===== src/hw/rtl/tha_pkg.sv =====
package tha_pkg;

  localparam int SampleBits   = 16;
  localparam int CordicStages = 16;
  localparam int Guard        = 8;
  // CORDIC datapath width: sample scaled by 2^8, growth up to ~1.65x, sign.
  localparam int CW           = SampleBits + Guard + 3;
  localparam int AW           = 24;
  // Square root operand: (ay^2 + az^2) * 2^16.
  localparam int SqW          = 2 * SampleBits + 1 + 2 * Guard;
  localparam int RootW        = (SqW + 1) / 2;

  typedef logic signed [CW-1:0] cval_t;
  typedef logic signed [AW-1:0] acc_t;

  // Rounded atan(2^-i) in 1/256 centidegree.
  function automatic acc_t atan_entry(input int unsigned i);
    acc_t r;
    r = '0;
    case (i)
      0:  r = AW'(1152000);
      1:  r = AW'(680065);
      2:  r = AW'(359328);
      3:  r = AW'(182400);
      4:  r = AW'(91554);
      5:  r = AW'(45822);
      6:  r = AW'(22916);
      7:  r = AW'(11459);
      8:  r = AW'(5730);
      9:  r = AW'(2865);
      10: r = AW'(1432);
      11: r = AW'(716);
      12: r = AW'(358);
      13: r = AW'(179);
      14: r = AW'(90);
      15: r = AW'(45);
      16: r = AW'(22);
      17: r = AW'(11);
      18: r = AW'(6);
      19: r = AW'(3);
      20: r = AW'(1);
      21: r = AW'(1);
      default: r = '0;
    endcase
    return r;
  endfunction

  // Samples carried down the square root chain.
  typedef struct packed {
    logic signed [SampleBits-1:0] ax;
    logic signed [SampleBits-1:0] ay;
    logic signed [SampleBits-1:0] az;
    logic signed [SampleBits-1:0] mx;
    logic signed [SampleBits-1:0] my;
  } smp_t;

  // One vector of a CORDIC lane.
  typedef struct packed {
    logic  zero;
    cval_t x;
    cval_t y;
    acc_t  acc;
  } vec_t;

  // Clamp and round the accumulator to centidegrees within +-18000.
  function automatic logic signed [15:0] acc_to_cdeg(input acc_t a);
    logic signed [AW:0] r;
    logic signed [AW:0] s;
    r = (AW+1)'(a) + (AW+1)'(128);
    s = r >>> 8;
    if (s > (AW+1)'(18000)) s = (AW+1)'(18000);
    if (s < -(AW+1)'(18000)) s = -(AW+1)'(18000);
    return 16'(s);
  endfunction

endpackage


===== src/hw/rtl/tha_sqrt_cell.sv =====
// One step of a restoring integer square root: retires two operand bits.
module tha_sqrt_cell (
  input  logic                     clk_i,
  input  logic                     en_i,
  input  logic [tha_pkg::SqW-1:0]  rem_i,
  input  logic [tha_pkg::SqW-1:0]  root_i,
  input  logic [tha_pkg::SqW-1:0]  bit_i,
  input  tha_pkg::smp_t            smp_i,
  output logic [tha_pkg::SqW-1:0]  rem_o,
  output logic [tha_pkg::SqW-1:0]  root_o,
  output logic [tha_pkg::SqW-1:0]  bit_o,
  output tha_pkg::smp_t            smp_o
);
  import tha_pkg::*;

  logic [SqW-1:0] trial;
  logic [SqW-1:0] rem_d, root_d;

  // Compare against root + bit and either subtract or keep.
  always_comb begin
    trial = root_i + bit_i;
    if (rem_i >= trial) begin
      rem_d  = rem_i - trial;
      root_d = (root_i >> 1) + bit_i;
    end else begin
      rem_d  = rem_i;
      root_d = root_i >> 1;
    end
  end

  always_ff @(posedge clk_i) begin
    if (en_i) begin
      rem_o  <= rem_d;
      root_o <= root_d;
      bit_o  <= bit_i >> 2;
      smp_o  <= smp_i;
    end
  end

endmodule


===== config.mk =====
export PLATFORM = sky130hd
export DESIGN_NAME = tha_sqrt_cell
export DESIGN_NICKNAME = d
export VERILOG_FILES = /design/src/hw/rtl/tha_pkg.sv /design/src/hw/rtl/tha_sqrt_cell.sv
export SDC_FILE = /design/constraint.sdc
export NUM_CORES = 1
export LEC_CHECK = 0
export ABC_CLOCK_PERIOD_IN_PS = 7100
export BUFFER_PORTS_ARGS = -buffer_cell sky130_fd_sc_hd__buf_2
export CAP_MARGIN = 20
export CORE_MARGIN = 3
export CORE_UTILIZATION = 23
export CTS_BUF_LIST = sky130_fd_sc_hd__clkbuf_8
export CTS_CLUSTER_SIZE = 14
export DETAILED_ROUTE_END_ITERATION = 6
export PLACE_DENSITY = 0.42
export SYNTH_ARGS = -nofsm -noshare
export SYNTH_HDL_FRONTEND = slang
export SYNTH_SLANG_ARGS = --single-unit
export TNS_END_PERCENT = 5

===== constraint.sdc =====
create_clock -name clk_i -period 7.1 [get_ports clk_i]
set_input_delay 1.065 -clock clk_i [delete_from_list [all_inputs] [get_ports clk_i]]
set_output_delay 1.065 -clock clk_i [all_outputs]
set_load 0.01 [all_outputs]

# Word-level counts from Yosys, hierarchy flattened
# Cells that the tools add are included.
dict set report word_totals {
  in_bits 229
  word_cells 15
  register_bits 225
  output_inout_bits 227
}
dict set report classes {
  magnitude_cmp 1
  mux 2
  add_sub_neg 3
}
# op n
set op_table {}
lappend op_table {{$add A48 B49 Y49} 1}
lappend op_table {{$add A49 B49 Y49} 1}
lappend op_table {{$ge A49 B49 Y1} 1}
lappend op_table {{$mux W49} 1}
lappend op_table {{$sub A49 B49 Y49} 1}
lappend op_table {{$mux W48} 1}

# Logic depth before layout (Yosys ltp)
# Gate-level depths: netlist (run 1).
dict set report depth {
  depth_word 3
  ltp_mapped 25
  depth_no_buf 22
}

# Worst setup path before layout (run 1)
# No wires, ideal clock.
dict set report synth_path {
  path_kind {input port to flip-flop}
  start {input root_i[9] in the netlist's numbering}
  end {register rem_o[43] in the netlist's numbering (data pin)}
  setup_ps 256
  t_arrival_ps 5292
  path_buffers 2
  path_stages 22
  setup_slack_ps 1552
  required_time_ps 6844
  path_cell_list {ha_1 clkbuf_1 and3_1 a221oi_1 o21ai_0 a21o_1 a21oi_1 nor2b_1 o21a_1 nor2_1 xor2_1 ha_1 buf_4 nand4_2 or3_1 a211o_1 and3_4 o21ai_2 a21oi_1 o21ai_0 mux2_2 a41o_1}
}
dict set report synth_via {
  elab_chain_len 3
  word_cells_on_any_way 4
  cone_classes {add/sub: 2; order compare: 1; mux: 1}
}
# item line_no
set synth_rtl {}
lappend synth_rtl {{start, declared} tha_sqrt_cell.sv:6} ;# input logic [tha_pkg::SqW-1:0] root_i,
lappend synth_rtl {{$add A49 B49 Y49 (*)} tha_sqrt_cell.sv:21} ;# trial = root_i + bit_i;
lappend synth_rtl {{$sub A49 B49 Y49 or $ge A49 B49 Y1 (tied branches)} {tha_sqrt_cell.sv:23, tha_sqrt_cell.sv:22}}
lappend synth_rtl {{$mux W49 (*)} tha_sqrt_cell.sv:22} ;# if (rem_i >= trial) begin
lappend synth_rtl {{net rem_d[43]} tha_sqrt_cell.sv:17} ;# logic [SqW-1:0] rem_d, root_d;
lappend synth_rtl {{end signal, assigned} tha_sqrt_cell.sv:33} ;# rem_o <= rem_d;
lappend synth_rtl {{end, declared} tha_sqrt_cell.sv:9} ;# output logic [tha_pkg::SqW-1:0] rem_o,
# The timed path passes the listed nets; every way through them passes the cells marked *.
# A chain may end at the register's enable or synchronous reset.

# Worst setup path after layout (run 1)
dict set report layout_path {
  start {input bit_i[0] in the netlist's numbering}
  end {register rem_o[8] in the netlist's numbering (data pin)}
}
dict set report layout_via {
  elab_chain_len 3
  word_cells_on_any_way 4
  cone_classes {add/sub: 2; order compare: 1; mux: 1}
}
# item line_no
set layout_rtl {}
lappend layout_rtl {{start, declared} tha_sqrt_cell.sv:7} ;# input logic [tha_pkg::SqW-1:0] bit_i,
lappend layout_rtl {{$add A49 B49 Y49 (*)} tha_sqrt_cell.sv:21}
lappend layout_rtl {{$sub A49 B49 Y49 or $ge A49 B49 Y1 (tied branches)} {tha_sqrt_cell.sv:23, tha_sqrt_cell.sv:22}}
lappend layout_rtl {{$mux W49 (*)} tha_sqrt_cell.sv:22}
lappend layout_rtl {{net rem_d[8]} tha_sqrt_cell.sv:17}
# Marked as above.

==> results.py, run 1 <==
metrics = {
    "timing": {
        "tightest_slew_ps": 980,
        "finalCriticalPeriod_ps": 5940,
        "drv_slew": 0,
        "min_period_over_period_pct": 83.6,
        "setup_ws_ps": 1160,
        "finalSetupViolations": 0,
        "fmax_mhz": 168,
        "tns_ps": 0,
        "hold_viol_final": 0,
        "relSlewSlack_pct": 33.8,
        "rsz0062_at_grt": "false",
    },
    "setup_path": {
        "max_stage_delay_ps": 410,
        "crit_buf_inv": 3,
        "crit_path_frequent_cell": "a21oi_1",
        "cp.required_ps": 7480,
        "critical_path_class": "input port to flop",
        "cp_top_family": "compound AO/OA/AOI/OAI gates",
        "worst-path-max-fanout": 64,
        "path_cells": "buf_2 -> ha_1 -> inv_1 -> fa_1 -> nand2b_1 -> a21oi_1 -> o21ai_0 -> a21oi_1 -> o2111ai_1 -> a21oi_1 -> o21ai_0 -> and4b_1 -> nor3_1 -> ha_1 -> and4_1 -> nand4b_1 -> nor4_1 -> a41oi_1 -> o211ai_1 -> a21oi_1 -> o31ai_4 -> buf_12 -> mux2_2",
        "crit_path_end_kind": "flop",
        "worstPathArrival_ps": 6320,
        "crit_path_start_kind": "input port",
        "cp_slowest_cell": "fa_1",
    },
    "clock_tree": {
        "tritoncts": "yes",
        "cts.clk_slew.worst_paths_ps": 60,
        "cts_sinks": 225,
        "post_cts_buffers": 0,
        "clockBufferDepth": 3,
        "numCtsBuffers": 47,
        "hold_buffers": 0,
        "cts_root_buffer": "clkbuf_8",
        "cts_resized": 0,
        "htreeDepth": 2,
    },
    "min_path": {
        "hold_path_class": "input port to flop",
    },
    "drt": {
        "vias": 14260,
        "viasPerCell": 4.68,
        "drc_errors": 0,
        "postRouteAntennaNets": 0,
        "highest_layer": "met4",
        "first_pass_iters": 5,
        "routed-wl-met2_mm": 27.9,
        "finalWirelength_mm": 60.8,
        "wl_met1_mm": 28.1,
        "drt-initial-drc-count": 970,
        "drt-wirelength-per-cell_um": 19.9,
        "wl_met3_mm": 2.84,
    },
    "yosys": {
        "syn_area_per_cell_sq_um": 9.88,
        "synth_ff_type": "edfxtp_1",
        "synth_edf_count": 225,
        "syn_inst": 1635,
        "ys_seq_area_share_pct": 41.8,
        "synth-async-reset-ratio_pct": 0,
        "ys_ff_latch": 225,
        "yosys.area.top_type_share_pct": 41.8,
        "synth.area.top_cells": "edfxtp_1 42%, ha_1 11%, a21oi_1 6.8%, xnor2_1 4.2%, a21o_1 3.8%",
        "yosysMostFrequentCell": "edfxtp_1",
        "ys_types": 83,
        "synth_top_area_cell": "edfxtp_1",
        "synth_area_sq_mm": 0.0162,
        "synth_common_cells": "225 x edfxtp_1, 221 x a21oi_1, 147 x nor2_1",
        "yosys_warnings": 0,
    },
    "power_and_ir_drop": {
        "p_leak_nw": 8.69,
        "p_per_area_mw_per_mm2": 260,
        "vdd_ir_drop_max_uv": 106,
    },
    "global_route": {
        "grt_pass1_vias": 14439,
        "antenna_found_initial": 5,
        "grt_pass1_wl_mm": 89.7,
        "globalRouteOverflowTotal": 0,
        "grtUsageTotal_pct": 15.9,
        "grt_max_degree": 149,
    },
    "placement": {
        "io_buffers": 453,
        "hpwl_mm": 49.2,
        "dp_cells": 2962,
        "gp_congestion": 0.878,
        "post-place-ws_ps": 450,
    },
    "finish": {
        "stdcell_count": 3048,
        "finalNetCount": 2457,
        "drive_above_1_share_pct": 27.1,
        "fillerInstances": 7340,
        "syn2layout_area_growth_pct": 25.4,
    },
    "die": {
        "die_w_um": 271,
        "die_y_um": 271,
        "coreArea_sq_mm": 0.0691,
        "die_area_sq_mm": 0.0734,
        "fp-row-count": 96,
        "io_pins": 456,
        "start_util_pct": 23.4,
    },
    "run": {
        "cap_violations": 0,
    },
    "run_status": {
        "status": "complete, no violations",
    },
}
-- cell type report --
class	count	area [sq um]	area share, %
Timing Repair Buffer	467	2420	12.0
Tap cell	931	1160	5.75
Clock buffer	47	647	3.19
Antenna cell	4	10.0	0.0494
Clock inverter	35	198	0.976
Sequential cell	225	6760	33.4
Multi-Input combinational cell	1298	8900	43.9
Inverter	41	154	0.760
-- report_power, final --
part	switching, mW	internal (mW)	leakage [nW]	total, mW
sequential	0.0557	1.73	2.20	1.79
combinational	1.32	0.846	5.98	2.17
clock	0.643	0.659	0.499	1.30
-- flip-flops by register name (all words and copies together) (netlist names) --
name / flops
bit_o: 47
rem_o: 49
root_o: 49
smp_o: 80
-- layer usage --
layer	vias to the layer above	GRT usage [%]
met1	6700	21.2
met5	-	0
met3	86	2.70
li1	7074	-
met2	400	25.9
met4	0	5.51
-- placed cells by master, fill, tap and decap left out, drive strengths merged, types with 6 or more instances in the layout --
cell    count
buf       467
edfxtp    225
a21oi     222
nor2      147
ha        145
o21ai      93
nand2      92
a21o       82
xnor2      77
inv        61
xor2       55
clkbuf     47
nor3       33
nand3      32
nand4      30
o21bai     29
o21a       26
a31oi      25
mux2       20
and3       16
and2       16
nand2b     15
clkinv     13
o31ai      12
o211ai     11
nor2b      11
or2         9
a211oi      9
or3         8
a211o       7
nor4        6
-- per-stage QoR --
| step | hold slack, ps | util [%] | power [mW] | area (sq um) |
|---|---|---|---|---|
| floorplan | 1160 | - | 3.22 | 16200 |
| global placement | 1240 | 28.1 | 3.99 | 19400 |
| detailed placement | 1240 | 28.1 | 3.99 | 19400 |
| CTS | 515 | 29.3 | 5.36 | 20200 |
| global route | 529 | 29.3 | 5.64 | 20200 |
| finish | 600 | 29.3 | 5.26 | 20200 |
-- cells by family (layout without fill, tap and decap cells) --
kind of cell,count (synthesis),count (layout),share of synthesized area (%)
flops,225,225,41.8
xor+xnor,132,132,7.16
fa+ha+maj,148,148,11.6
compound gates,563,563,22.0
buf+inv,113,590,3.11
other cells,1,6,0.0232
simple gates,432,432,12.8
mux,21,21,1.46
-- path summary, 6_finish.rpt --
check                 start   endpoint  slack [ps]  cells past startpoint
hold / removal    smp_i[17]  smp_o[17]         600                      1
setup / recovery   bit_i[0]   rem_o[8]        1160                     23
(Power assumes the default switching activity.)
==> inputs of run 2 (changes only) <==
Settings changed: ABC_CLOCK_PERIOD_IN_PS 7100 to 5200, PLACE_DENSITY 0.42 to 0.43.
Clock period 7.1 ns to 5.2 ns, I/O delays scaled along.
==> run 2 against run 1 <==
Net effect:
- final cell count is 11% higher
- sequential share of layout area is 4.3 points lower
- largest cell class unchanged
- largest power group unchanged
- via count is 9.9% higher
- worst hold slack worse by 250 ps
- die area stayed put
- highest routed layer unchanged
- wire length is 7.5% higher
- first-iteration DRC count is 6.4% lower
- clock power is 38% higher
- final area is 15% higher
- sequential power is 37% higher
==> results.py, run 2 (synthesis gave the netlist of run 1 again) <==
metrics = {
    "run_status": {
        "status": "complete, no violations",
    },
    "timing": {
        "finalSetupViolations": 0,
        "hold_viol_final": 0,
        "whs_ps": 350,
        "setup_ws_ps": 52.7,
        "fmax_mhz": 194,
        "rsz0062_at_grt": "true",
        "drv_slew": 0,
        "relSlewSlack_pct": 51.8,
        "tns_ps": 0,
        "finalCriticalPeriod_ps": 5150,
        "min_period_over_period_pct": 99.0,
        "tightest_slew_ps": 716,
    },
    "finish": {
        "stdcell_count": 3385,
        "drive_above_1_share_pct": 38.8,
        "register_area_sq_mm": 0.00676,
        "largest_reg_flops": 80,
        "fin_util_pct": 33.6,
        "fin_area_sq_mm": 0.0232,
        "largestRegisters": "smp_o x80, rem_o x49, root_o x49",
        "mostFrequentLayoutCells": "452 x buf_2, 341 x buf_4, 225 x edfxtp_1",
        "fillerInstances": 7221,
        "multi_input_area_sq_mm": 0.00915,
        "mostFrequentLayoutCell": "buf_2",
        "syn2layout_area_growth_pct": 43.8,
        "regMostFlops": "smp_o",
        "finalNetCount": 2795,
    },
    "placement": {
        "io_buffers": 453,
        "gp_congestion": 0.882,
        "dp_cells": 3290,
        "post_dp_cell_area_sq_mm": 0.0219,
        "hpwl_mm": 52.2,
        "post-place-ws_ps": -1010,
    },
    "drt": {
        "first_pass_iters": 5,
        "drc_errors": 0,
        "vias": 15668,
        "finalWirelength_mm": 65.3,
        "drt-wirelength-per-cell_um": 19.3,
        "drt-initial-drc-count": 908,
        "postRouteAntennaNets": 0,
        "viasPerCell": 4.63,
    },
    "power_and_ir_drop": {
        "p_per_area_mw_per_mm2": 345,
        "p_leak_nw": 10.4,
        "power.total_mw": 8.01,
        "vdd_ir_drop_max_uv": 168,
    },
    "die": {
        "coreArea_sq_mm": 0.0691,
        "die_area_sq_mm": 0.0734,
        "fp-row-count": 96,
        "die_w_um": 271,
        "start_util_pct": 23.4,
        "die_y_um": 271,
        "io_pins": 456,
    },
    "clock_tree": {
        "tritoncts": "yes",
        "htreeDepth": 2,
        "numCtsBuffers": 44,
        "hold_buffers": 0,
        "clockBufferDepth": 3,
        "cts_root_buffer": "clkbuf_8",
        "cts.clk_slew.worst_paths_ps": 60,
        "cts_sinks": 225,
    },
    "setup_path": {
        "cp_top_family": "compound AO/OA/AOI/OAI gates",
        "worstPathArrival_ps": 5490,
        "crit_path_start_kind": "input port",
        "crit_buf_inv": 7,
        "critical_path_class": "input port to flop",
        "max_stage_delay_ps": 310,
        "cp.required_ps": 5550,
        "cp_slowest_cell": "xnor2_1",
        "crit_path_end_kind": "flop",
        "worst-path-max-fanout": 13,
    },
    "run": {
        "cap_violations": 0,
    },
    "global_route": {
        "grt_pass1_vias": 15844,
        "globalRouteOverflowTotal": 0,
        "grt_pass1_wl_mm": 94.9,
        "grt_max_degree": 103,
        "antenna_found_initial": 8,
        "grtUsageTotal_pct": 16.7,
    },
    "min_path": {
        "hold_path_class": "input port to flop",
    },
}
-- run 2: changes by cell type in the layout (fill, tap and decap cells not counted), moves of 4 or more --
cell / delta
a21oi_1: -12
a21oi_2: +10
buf_12: +7
buf_4: +330
clkinv_1: +5
diode_2: +4
inv_1: -10
nor4_1: -4
nor4_2: +4
o21ai_0: -9
o21ai_1: +5
o31ai_1: -4
-- run 2: path summary, 6_finish.rpt --
check / startpoint / end / slack (ps) / cells after the start
worst max-delay path: root_i[1] / rem_o[46] / 50 / 26
worst min-delay path: smp_i[36] / smp_o[36] / 350 / 1
-- run 2: metal layers --
| metal | global-route usage [%] | share of wire [%] |
|---|---|---|
| met1 | 21.9 | 46 |
| met2 | 28.0 | 47 |
| met3 | 2.78 | 4.9 |
| met4 | 5.00 | 2.4 |
| met5 | 0 | 0 |
-- run 2: layout make-up --
| cell class | instances | share of cell area [%] |
|---|---|---|
| clock buffer | 44 | 2.61 |
| timing repair buffer | 808 | 22.1 |
| multi-input combinational | 1298 | 39.4 |
| inverter | 41 | 0.662 |
| clock inverter | 30 | 1.03 |
| tap | 931 | 5.01 |
| antenna | 8 | 0.0862 |
| sequential | 225 | 29.1 |
-- run 2: timing repair --
item	in CTS	in global routing
setup endpoints to repair	97	97
gates cloned	2	3
setup buffers	5	4
gates resized for setup	12	46
pin swaps	5	16
-- run 2: where the power goes --
group / internal [mW] / switching (mW)
logic: 1.74 / 2.03
registers: 2.37 / 0.0810
clock network: 0.985 / 0.806
